**config.mk**
```make
export PLATFORM = sky130hd
export DESIGN_NAME = swa_sqrt
export DESIGN_NICKNAME = d
export VERILOG_FILES = /design/src/design/shape_world_aabb_core_macros.svh /design/src/design/swa_pkg.sv /design/src/design/swa_sqrt.sv
export SDC_FILE = /design/constraint.sdc
export NUM_CORES = 2
export LEC_CHECK = 0
export ABC_AREA = 0
export CAP_MARGIN = 20
export CELL_PAD_IN_SITES_DETAIL_PLACEMENT = 0
export CELL_PAD_IN_SITES_GLOBAL_PLACEMENT = 1
export CORE_MARGIN = 5
export CORE_UTILIZATION = 45
export CTS_BUF_LIST = sky130_fd_sc_hd__clkbuf_4 sky130_fd_sc_hd__clkbuf_8
export DETAILED_ROUTE_END_ITERATION = 16
export DONT_BUFFER_PORTS = 1
export PLACE_DENSITY_LB_ADDON = 0.1
export REMOVE_ABC_BUFFERS = 1
export SYNTH_ARGS = -nofsm -noshare
export SYNTH_HDL_FRONTEND = slang
export SYNTH_SLANG_ARGS = --single-unit
```
**constraint.sdc**
```tcl
create_clock -name clk -period 3.5 [get_ports clk]
set_input_delay 0.525 -clock clk [delete_from_list [all_inputs] [get_ports clk]]
set_output_delay 0.525 -clock clk [all_outputs]
set_load 0.02 [all_outputs]
```
**src/design/shape_world_aabb_core_macros.svh**
```systemverilog
// ---------------------------------------------------------------------------
// shape_world_aabb_core_macros.svh
// Assertion helpers shared by the bounding box core.
// ---------------------------------------------------------------------------
`ifndef SHAPE_WORLD_AABB_CORE_MACROS_SVH
`define SHAPE_WORLD_AABB_CORE_MACROS_SVH

// antecedent implies consequent in the same cycle
`define SWA_ASSERT_IMP(lbl, ante, cons, msg) \
  lbl: assert property (@(posedge clk) disable iff (!rst_n) (ante) |-> (cons)) \
    else $error(msg);

// condition must never hold
`define SWA_ASSERT_NEVER(lbl, cond, msg) \
  lbl: assert property (@(posedge clk) disable iff (!rst_n) !(cond)) \
    else $error(msg);

`endif

```
**src/design/swa_pkg.sv**
```systemverilog
// ---------------------------------------------------------------------------
// swa_pkg
// Widths, kind codes and pipeline records for the bounding box core.
// ---------------------------------------------------------------------------
`default_nettype none

package swa_pkg;

  localparam int CW        = 20;
  localparam int QW        = 16;
  localparam int QF        = QW - 2;
  localparam int XB        = 2 * QF + 1;
  localparam int RW        = QW + 4;
  localparam int SQ_STEPS  = RW + 8;
  localparam int SQ_XW     = 2 * SQ_STEPS;
  localparam int DIV_STEPS = QF + 2;
  localparam int DIV_NW    = RW + QF + 9;
  localparam int DIV_DW    = SQ_STEPS + 1;
  localparam int ACC_W     = 64;
  localparam int PIPE_LAT  = 9 + SQ_STEPS + DIV_STEPS;

  localparam logic [1:0] KIND_SPHERE  = 2'd0;
  localparam logic [1:0] KIND_CAPSULE = 2'd1;
  localparam logic [1:0] KIND_BOX     = 2'd2;
  localparam logic [1:0] KIND_VOXEL   = 2'd3;

  typedef struct packed {
    logic [1:0]             kind;
    logic [2:0][CW-1:0]     pos;
    logic [3:0][QW-1:0]     bq;
    logic [2:0][CW-1:0]     lc;
    logic [3:0][QW-1:0]     lq;
    logic [2:0][CW-1:0]     da;
    logic [2:0][CW-1:0]     db;
  } in_t;

  typedef struct packed {
    logic [1:0]             kind;
    logic [2:0][ACC_W-1:0]  center;
    logic [2:0][CW-1:0]     da;
    logic [2:0][CW:0]       dbp;
    logic [2:0][CW:0]       dbm;
    logic [CW+1:0]          shaft;
    logic [3:0][RW-1:0]     r;
    logic                   zero;
  } side_t;

endpackage

`default_nettype wire

```
**src/design/swa_sqrt.sv**
```systemverilog
// ---------------------------------------------------------------------------
// swa_sqrt
// Pipelined integer square root, one result bit per stage.
// ---------------------------------------------------------------------------
`default_nettype none

module swa_sqrt (
  input  wire logic                          clk,
  input  wire logic                          rst_n,
  input  wire logic                          in_vld,
  input  wire logic [swa_pkg::SQ_XW-1:0]     in_x,
  output logic                               out_vld,
  output logic [swa_pkg::SQ_STEPS-1:0]       out_root
);

  localparam int N  = swa_pkg::SQ_STEPS;
  localparam int XW = swa_pkg::SQ_XW;

  logic [XW-1:0] x_r   [N];
  logic [XW-1:0] res_r [N];
  logic [XW-1:0] x_nxt   [N];
  logic [XW-1:0] res_nxt [N];
  logic [N-1:0]  vld_r;

  always_comb begin
    logic [XW-1:0] px, pr, bitv, t;
    for (int j = 0; j < N; j++) begin
      px   = (j == 0) ? in_x : x_r[(j == 0) ? 0 : j - 1];
      pr   = (j == 0) ? '0 : res_r[(j == 0) ? 0 : j - 1];
      bitv = XW'(1) << (2 * (N - 1 - j));
      t    = pr + bitv;
      if (px >= t) begin
        x_nxt[j]   = px - t;
        res_nxt[j] = (pr >> 1) + bitv;
      end else begin
        x_nxt[j]   = px;
        res_nxt[j] = pr >> 1;
      end
    end
  end

  always_ff @(posedge clk) begin
    if (!rst_n) begin
      vld_r <= '0;
    end else begin
      vld_r <= {vld_r[N-2:0], in_vld};
    end
  end

  always_ff @(posedge clk) begin
    for (int j = 0; j < N; j++) begin
      x_r[j]   <= x_nxt[j];
      res_r[j] <= res_nxt[j];
    end
  end

  assign out_vld  = vld_r[N-1];
  assign out_root = res_r[N-1][N-1:0];

endmodule

`default_nettype wire

```
==> results.cfg <==
[placement]
placed_area_mm2 = 0.07721
gp_congestion = 0.8697
post-place-ws_ns = -0.4602
dp_hpwl_um = 142200
io_buffers = 0

[grt]
grt_pass1_vias = 53260
antenna_found_initial = 3
grt_pass1_wl_um = 296100
overflow = 0
gr-usage-all-layers_pct = 21.82
grt_max_degree = 50

[die]
start_util_pct = 45.13
io_pins = 88
rows = 148
die_area_mm2 = 0.1710
die_h_um = 413.6
coreArea_mm2 = 0.1624
die_x_um = 413.6

[power]
power_frac_comb_pct = 24.8
irDropWorstVdd_mv = 0.5193
p_leak_nw = 39.03
p_switching_w = 0.02297
p_seq_share_pct = 44.8
clkPwrFrac_pct = 30.4
cellPowerDensity_mw_per_mm2 = 826.9
power.internal_w = 0.04782
power_w = 0.07079
switching_share_pct = 32.45

[routing]
first_iter_violations = 3045
drt-vias-per-instance = 5.107
drt-total-wl_um = 187600
ant_nets = 0
drc_errors = 0
num_vias = 52280
dr.pass1.iters = 5
routedWlPerCell_um = 18.33

[critical_path]
crit_path_top_delay_cell = a211oi_1
critPathRequiredTime_ns = 4.38
crit_path_end_kind = flip-flop
max_stage_delay_ns = 0.46
r2r_start = res_r[1][241]$_DFF_P_
path_max_fanout = 29
reg2reg_depth = 12
critical_path_class = reg -> reg
start_kind = flip-flop
arrival_ns = 4.24
reg2reg_slack_ns = 0.14
reg2reg_to = x_r[1][316]$_DFF_P_
crit_chain = inv_1 -> ha_1 -> a211oi_1 -> o21ai_0 -> a221o_1 -> a21o_1 -> a211oi_1 -> and3_1 -> inv_1 -> buf_4 -> o211ai_1 -> xnor2_1

[finish]
area_delta_synth_final_pct = 16.79
multiInputGateArea_mm2 = 0.03204
layout_commonest_cell = dfxtp_1
nets = 8317
layout.cells.most_common_list = 1946 x dfxtp_1, 537 x inv_1, 470 x nand2_1
layout.area.seq_mm2 = 0.03896
layout-drive-gt1-share_pct = 11.84
n_fill_cell = 14770
design_area_mm2 = 0.08560

[logic_synthesis]
synth_flop_cell = dfxtp_1
synth_warnings = 0
syn-mean-instance-area_um2 = 10.02
ys_types = 104
synth_seq_cells = 1946
synth-edff-count = 0
async_flop_share_pct = 0
syn_inst = 7318
ys_seq_area_share_pct = 53.15
mappedNetlistArea_mm2 = 0.07329

[clocking]
clock_latency_ns = 1.01
cts.reportedPaths.clkPinSlew_ns = 0.06
cts-buffers-inserted = 332
cts_root_buffer = clkbuf_8
clk_path_buf_depth = 4
h-tree-depth = 5
cts_tree = built
cts_sinks = 1946

[timing]
post-route-period-util_pct = 96.10
hold_viol_final = 0
period_needed_ns = 3.363
fmaxAchievable_ghz = 0.2973
finalWorstSetupSlack_ns = 0.1367
worst_pin_slew_ns = 1.138
relSlewSlack_pct = 23.88
finalMaxSlewViolations = 0
setup_viol = 0
fin_skew_ns = 0.09738

[hold_path]
hp-class = in -> reg
holdPathEnd = x_r[0][10]$_DFF_P_
hold_path_depth = 1
worstHoldStart = in_x[10]

[status]
status = finished, final reports clean

[flow_run]
maxCapViolCount = 0
## metrics by stage
| step | TNS [ns] | hold slack, ns | std cells | utilization [%] |
|---|---|---|---|---|
| finish | 0 | 0.1396 | 10240 | 52.71 |
| global route | -0.09629 | 0.04467 | 10240 | 52.71 |
| CTS | 0 | 0.002814 | 10230 | 52.57 |
| detailed placement | -11.21 | 0.3307 | 9557 | 47.54 |
| global placement | -32.76 | 0.3307 | 9556 | 47.54 |
| floorplan | -119.29 | 0.3224 | 7169 | - |
## cells in the mapped netlist, drive strengths merged (84+ instances only)
master	count	area share, %
clkbuf	120	0.61
or3	84	0.72
nand4	131	1.1
nand2b	87	0.74
xor2	304	3.6
xnor2	350	4.2
a21oi	435	3.0
ha	432	7.4
nor2	445	2.3
dfxtp	1946	53
nor4	257	2.2
nand2	473	2.4
nor3	217	1.5
nand3	97	0.66
inv	540	2.8
o21ai	377	2.6
a21o	146	1.5
## worst max-delay path by stage
stage | start | to | slack (ns) | cells after the start
4_1_cts | res_r[1][309]$_DFF_P_ | x_r[1][391]$_DFF_P_ | 0.009 | 12
5_1_grt | res_r[1][403]$_DFF_P_ | x_r[1][492]$_DFF_P_ | -0.04 | 12
6_report | res_r[1][241]$_DFF_P_ | x_r[1][316]$_DFF_P_ | 0.14 | 12
3_3_place_gp | res_r[1][137]$_DFF_P_ | x_r[1][221]$_DFF_P_ | -0.87 | 12
2_1_floorplan | res_r[1][454]$_DFF_P_ | x_r[1][525]$_DFF_P_ | -1.64 | 9
3_5_place_dp | res_r[1][33]$_DFF_P_ | x_r[1][98]$_DFF_P_ | -0.46 | 13
## per-layer routing
layer  GRT usage (%)  up-vias  part of all wire [%]  wire (µm)
met3           4.050      339                   4.7       8763
met2           35.21     1060                    45      83870
li1                -    26600                     -          -
met4           7.236        2                   3.0       5659
met1           29.52    24280                    48      89320
met5               0        -                0.0069         13
## what timing repair did
action                                  CTS  global route
gates resized for setup                   9            37
setup buffers                             2             6
endpoints found under the setup margin   70            61
pin swaps                                 6            10
hold buffers                            102             0
endpoints found under the hold margin    85             0
## cell type report
class | count | share of cell area (%)
repair buffers | 323 | 3.230
flip-flops and latches | 1946 | 45.51
clock buffers | 496 | 7.339
inverters | 541 | 2.378
well taps | 2175 | 3.179
clock inverters | 71 | 0.9209
multi-input cells | 4682 | 37.43
diodes | 3 | 0.008770
## power groups by stage
| stage | clock network [W] | registers (W) | logic [W] |
|---|---|---|---|
| after floorplan | 0 | 0.0301 | 0.0132 |
| after global placement | 0 | 0.0321 | 0.0172 |
| after detailed placement | 0 | 0.0320 | 0.0172 |
| after CTS | 0.0222 | 0.0317 | 0.0175 |
| after global routing | 0.0233 | 0.0323 | 0.0197 |
| final | 0.0215 | 0.0317 | 0.0176 |
## worst max-delay path, delay by kind of cell, from the launching register on
family	cells	cell delay [ns]
adders and majority gates	1	0.36
AOI/OAI and AO/OA	6	1.63
and+or+nand+nor	1	0.34
buffers and inverters	3	0.41
DFF	1	0.32
xor gates and xnor gates	1	0.14
## flip-flops by register name, summed over array words and instances, names as in the netlist
signal,flops
res_r,406
vld_r,28
x_r,1512
## kinds of logic (layout without fill, tap and decap cells)
group / count (synthesis) / count (layout) / share of synthesized area (%)
compound gates: 1378 / 1378 / 11.74
xor+xnor: 654 / 654 / 7.815
fa+ha+maj: 432 / 432 / 7.375
buf+inv: 690 / 1431 / 3.593
flops: 1946 / 1946 / 53.15
mux: 65 / 65 / 0.9730
other cells: 0 / 3 / 0
simple gates: 2153 / 2153 / 15.35
No activity file was read; power rests on OpenSTA's default activity.
