===== src/design/shape_world_aabb_core_macros.svh =====
// ---------------------------------------------------------------------------
// shape_world_aabb_core_macros.svh
// Assertion helpers shared by the bounding box core.
// ---------------------------------------------------------------------------
`ifndef SHAPE_WORLD_AABB_CORE_MACROS_SVH
`define SHAPE_WORLD_AABB_CORE_MACROS_SVH

// antecedent implies consequent in the same cycle
`define SWA_ASSERT_IMP(lbl, ante, cons, msg) \
  lbl: assert property (@(posedge clk) disable iff (!rst_n) (ante) |-> (cons)) \
    else $error(msg);

// condition must never hold
`define SWA_ASSERT_NEVER(lbl, cond, msg) \
  lbl: assert property (@(posedge clk) disable iff (!rst_n) !(cond)) \
    else $error(msg);

`endif


===== src/design/swa_pkg.sv =====
// ---------------------------------------------------------------------------
// swa_pkg
// Widths, kind codes and pipeline records for the bounding box core.
// ---------------------------------------------------------------------------
`default_nettype none

package swa_pkg;

  localparam int CW        = 20;
  localparam int QW        = 16;
  localparam int QF        = QW - 2;
  localparam int XB        = 2 * QF + 1;
  localparam int RW        = QW + 4;
  localparam int SQ_STEPS  = RW + 8;
  localparam int SQ_XW     = 2 * SQ_STEPS;
  localparam int DIV_STEPS = QF + 2;
  localparam int DIV_NW    = RW + QF + 9;
  localparam int DIV_DW    = SQ_STEPS + 1;
  localparam int ACC_W     = 64;
  localparam int PIPE_LAT  = 9 + SQ_STEPS + DIV_STEPS;

  localparam logic [1:0] KIND_SPHERE  = 2'd0;
  localparam logic [1:0] KIND_CAPSULE = 2'd1;
  localparam logic [1:0] KIND_BOX     = 2'd2;
  localparam logic [1:0] KIND_VOXEL   = 2'd3;

  typedef struct packed {
    logic [1:0]             kind;
    logic [2:0][CW-1:0]     pos;
    logic [3:0][QW-1:0]     bq;
    logic [2:0][CW-1:0]     lc;
    logic [3:0][QW-1:0]     lq;
    logic [2:0][CW-1:0]     da;
    logic [2:0][CW-1:0]     db;
  } in_t;

  typedef struct packed {
    logic [1:0]             kind;
    logic [2:0][ACC_W-1:0]  center;
    logic [2:0][CW-1:0]     da;
    logic [2:0][CW:0]       dbp;
    logic [2:0][CW:0]       dbm;
    logic [CW+1:0]          shaft;
    logic [3:0][RW-1:0]     r;
    logic                   zero;
  } side_t;

endpackage

`default_nettype wire


===== src/design/swa_div.sv =====
// ---------------------------------------------------------------------------
// swa_div
// Pipelined restoring divider, one quotient bit per stage.
// ---------------------------------------------------------------------------
`default_nettype none

module swa_div (
  input  wire logic                          clk,
  input  wire logic                          rst_n,
  input  wire logic                          in_vld,
  input  wire logic [swa_pkg::DIV_NW-1:0]    in_num,
  input  wire logic [swa_pkg::DIV_DW-1:0]    in_den,
  output logic                               out_vld,
  output logic [swa_pkg::DIV_STEPS-1:0]      out_quo
);

  localparam int N    = swa_pkg::DIV_STEPS;
  localparam int NW   = swa_pkg::DIV_NW;
  localparam int DW   = swa_pkg::DIV_DW;
  localparam int CMPW = DW + N;

  logic [NW-1:0] rem_r [N];
  logic [DW-1:0] den_r [N];
  logic [N-1:0]  quo_r [N];
  logic [NW-1:0] rem_nxt [N];
  logic [DW-1:0] den_nxt [N];
  logic [N-1:0]  quo_nxt [N];
  logic [N-1:0]  vld_r;

  always_comb begin
    logic [NW-1:0]   prem;
    logic [DW-1:0]   pden;
    logic [N-1:0]    pquo;
    logic [CMPW-1:0] ds;
    for (int j = 0; j < N; j++) begin
      prem = (j == 0) ? in_num : rem_r[(j == 0) ? 0 : j - 1];
      pden = (j == 0) ? in_den : den_r[(j == 0) ? 0 : j - 1];
      pquo = (j == 0) ? '0 : quo_r[(j == 0) ? 0 : j - 1];
      ds   = CMPW'(pden) << (N - 1 - j);
      den_nxt[j] = pden;
      if (CMPW'(prem) >= ds) begin
        rem_nxt[j] = prem - ds[NW-1:0];
        quo_nxt[j] = {pquo[N-2:0], 1'b1};
      end else begin
        rem_nxt[j] = prem;
        quo_nxt[j] = {pquo[N-2:0], 1'b0};
      end
    end
  end

  always_ff @(posedge clk) begin
    if (!rst_n) begin
      vld_r <= '0;
    end else begin
      vld_r <= {vld_r[N-2:0], in_vld};
    end
  end

  always_ff @(posedge clk) begin
    for (int j = 0; j < N; j++) begin
      rem_r[j] <= rem_nxt[j];
      den_r[j] <= den_nxt[j];
      quo_r[j] <= quo_nxt[j];
    end
  end

  assign out_vld = vld_r[N-1];
  assign out_quo = quo_r[N-1];

endmodule

`default_nettype wire


===== config.mk =====
export PLATFORM = sky130hd
export DESIGN_NAME = swa_div
export DESIGN_NICKNAME = d
export VERILOG_FILES = /design/src/design/shape_world_aabb_core_macros.svh /design/src/design/swa_pkg.sv /design/src/design/swa_div.sv
export SDC_FILE = /design/constraint.sdc
export NUM_CORES = 2
export LEC_CHECK = 0
export BUFFER_PORTS_ARGS = -buffer_cell sky130_fd_sc_hd__buf_2
export CORE_MARGIN = 2
export CORE_UTILIZATION = 55
export DETAILED_ROUTE_END_ITERATION = 7
export PLACE_DENSITY = 0.74
export SLEW_MARGIN = 10
export SYNTH_ARGS = -nofsm -noshare
export SYNTH_HDL_FRONTEND = slang
export SYNTH_SLANG_ARGS = --single-unit
export TNS_END_PERCENT = 50

===== constraint.sdc =====
create_clock -name clk -period 3.32 [get_ports clk]
set_input_delay 0.664 -clock clk [delete_from_list [all_inputs] [get_ports clk]]
set_output_delay 0.664 -clock clk [all_outputs]
set_load 0.01 [all_outputs]

==> results by group <==
Timing
  – Unrepaired setup endpoints after global routing: yes
  – Clock Skews: 37.13 ps
  – Setup TNS: -66.10 ps
  – Max Freq: 297.9 MHz
  – Crit share post-route: 101.1%
  – Min Tclk post-route: roughly 3400 ps
  – Slew @ Worst Pin: roughly 910 ps
  – Final number of setup-violating endpoints: 2
  – Slew HR: 38.89%
  – Final Hold Viols: 0
  – Max-slew violations: 0
  – Worst setup margin: -36.88 ps

Global route
  – Gr ovfl total: 0
  – GR Util All Layers: 27.22%
  – Vias in the first global route: about 46000
  – Pin count of the biggest net entering global routing: 49
  – First-pass GRT wire length: 228.0 mm
  – Antenna violations before repair: 4

Worst setup path
  – Data required, critical path: ~4000 ps
  – Critical Path Fanout Max: 14
  – Critical path class: reg -> reg
  – Crit path DAT: 3990 ps
  – CP endpoint kind: register
  – Nature of the critical path startpoint: register

Synthesis
  – Post-synth top area share: 44.07%
  – Flops & latches, synth: 1232
  – Mapped Cells: roughly 6000
  – Ys async rst share: 0%
  – Yosys cell types: ~100
  – Top post-synthesis cells by count: dfxtp_1, inv_1, a21oi_1
  – Seq/Total Area, Yosys: 44.07%
  – Syn_nets: 6696
  – Post-synth top area cell: dfxtp_1
  – Ys Warns: 0
  – Most common cell in the synthesized netlist: dfxtp_1
  – Number of flops mapped to enable cells by yosys: 0
  – Syn avg cell area: roughly 9.1 sq um
  – Area of the mapped netlist: ~56000 sq um
  – Main synth FF type: dfxtp_1
  – Main area contributors after synthesis: dfxtp_1, ha_1, a21oi_1

Final layout
  – Seq. cell area: 24690 sq um
  – Area delta synth->final: 22.60%
  – Fraction of layout cells with a size suffix above 1: 18.66%
  – Fin cells: 8334
  – FILL cells: 7865
  – Fin nets: 7416
  – Antenna Cells: 0
  – Area occupied by multi-input gates: 29800 sq um
  – Final Core Density: 67.73%

Pwr
  – Sequential power share: 31.3%
  – Pwr Density: 1012 nW/um^2
  – Switching share of power: 37.89%
  – Switching power: 26.32 mW
  – Worst vdd ir: 606.0 uV
  – Power Internal: approximately 43 mW
  – Gate power share: between 40% and 50%
  – Clock Power Share: 21.6%
  – Static Leak: 31.57 nW
  – Pwr Total: 69.46 mW

Clocking
  – H-tree depth: 4
  – TritonCTS clock tree: done
  – Clock slew at reported path FFs: 60 ps
  – Clk buf depth: 3
  – Num Clock Sinks: approximately 1200
  – Root buffer cell: clkbuf_16
  – Clock buffer count from CTS: 132
  – Clock latency at the later pin of the worst-skew pair: 750 ps

Drt
  – ANT nets after route: 0
  – Via count: 45720
  – DRC viols: 0
  – WL final: 146.5 mm
  – Starting DRT DRC Count: 2525
  – Drt via density: 5.486
  – DR WL/cell: 17.57 um
  – 1st-pass router iterations: 7

Floorplan
  – Number of I/O pins: 92
  – # rows: 117
  – Starting Density: 55.24%
  – Die Ht: 323.0 um
  – CORE AREA: 101300 sq um
  – Die X-Extent: 323.0 um
  – Die area: 104300 sq um

Run
  – Max cap viols: 0

Placed design
  – Placer Congestion: slightly below 1
  – Post-DP HPWL: 110.9 mm
  – IO Port Bufs: 91
  – Placed insts: 8030

Min path
  – Hold Crit Class: in -> reg

Status
  – Failing checks: setup timing
  – Status: complete, but fails checks
==> path summary, 6_finish.rpt <==
path	from	endpoint	slack, ps	cells past startpoint
min reg2reg	quo_r[1][85]$_DFF_P_	quo_r[1][102]$_DFF_P_	320	0
max	rem_r[1][119]$_DFF_P_	rem_r[1][167]$_DFF_P_	-40	11
max reg2reg	rem_r[1][119]$_DFF_P_	rem_r[1][167]$_DFF_P_	-40	11
min	in_num[8]	rem_r[0][8]$_DFF_P_	40	1
==> worst max-delay path: stages (launching register included) <==
cell	delay, ps
dfxtp_2	320
or3_4	410
or4_4	630
or4_4	570
nor3_4	270
nor4_2	70
o21ai_2	110
a41oi_4	80
buf_4	240
a211oi_4	290
nand3_2	110
xnor2_1	140
==> area by class of cell <==
| type | count | area share [%] |
|---|---|---|
| clock buffers | 174 | 5.336 |
| clock inverters | 63 | 1.277 |
| inverters | 592 | 3.239 |
| multi-input cells | 4162 | 43.44 |
| flip-flops and latches | 1232 | 35.99 |
| well taps | 1368 | 2.495 |
| repair buffers | 743 | 8.228 |
==> registers in the layout, indices dropped and copies added (netlist names) <==
signal and cells:
quo_r 136, den_r 435, vld_r 16, rem_r 645
==> layout by cell type (no fill, tap or decap), types with 22 or more instances in the layout <==
cell type	count
a211oi_1	30
xnor2_1	214
nor3_1	82
a31oi_1	37
nand2_1	474
dfxtp_1	1213
nand3_1	99
nand4_1	77
and2_1	34
and3_1	33
nor2_1	374
o211ai_1	28
buf_2	92
clkbuf_16	137
or3_1	31
a21oi_1	489
o21ai_1	27
nand2b_1	68
inv_1	585
clkbuf_1	22
nor2b_1	54
mux2_2	63
a21o_1	228
nor4_1	40
o21bai_1	48
xor2_1	228
ha_1	447
o31ai_1	30
buf_4	622
o21a_1	58
o21ai_0	404
==> power by group through the flow <==
stage,registers (mW),logic [mW],clock network [mW]
floorplan,20.8,21.4,0
global placement,21.8,29.6,0
detailed placement,21.9,30.2,0
CTS,21.6,30.9,15.2
global route,22.1,36.1,15.9
finish,21.7,32.7,15.0
==> stage by stage <==
stage | cell area (sq um) | hold WS, ps | setup slack [ps]
2_1_floorplan | 55970 | 309.6 | 38.18
3_3_place_gp | 62140 | 309.6 | -873.8
3_5_place_dp | 62140 | 312.1 | -839.9
4_1_cts | 67090 | 1.457 | -27.33
5_1_grt | 68610 | 12.64 | -151.8
6_report | 68610 | 35.63 | -36.88
==> cell families (layout without fill, tap and decap cells) <==
kind of cell             count (synthesis)  in the layout  synth area share (%)
AO/OA/AOI/OAI                         1642           1643                 18.28
XOR/XNOR                               444            444                 6.949
adder cells (fa/ha/maj)                478            478                 10.89
buffers and inverters                  750           1572                 5.169
flip-flops                            1232           1232                 44.07
multiplexers                            70             70                 1.400
AND/OR/NAND/NOR                       1527           1527                 13.25
==> routing by layer <==
metal | vias to the layer above | global-route usage, % | wire, um
li1 | 22780 | - | -
met1 | 21390 | 27.60 | 54520
met2 | 1088 | 52.79 | 77510
met3 | 450 | 3.613 | 5101
met4 | 6 | 15.81 | 9301
met5 | - | 0 | 38
==> repair_timing <==
action | CTS | global route
gates resized for setup | 77 | 228
endpoints found under the setup margin | 190 | 339
setup buffers | 10 | 50
pin swaps | 35 | 110
cloned | 0 | 7
hold buffers | 1 | 0
hold endpoints to repair | 1 | 0
No activity file was read; power rests on OpenSTA's default activity.
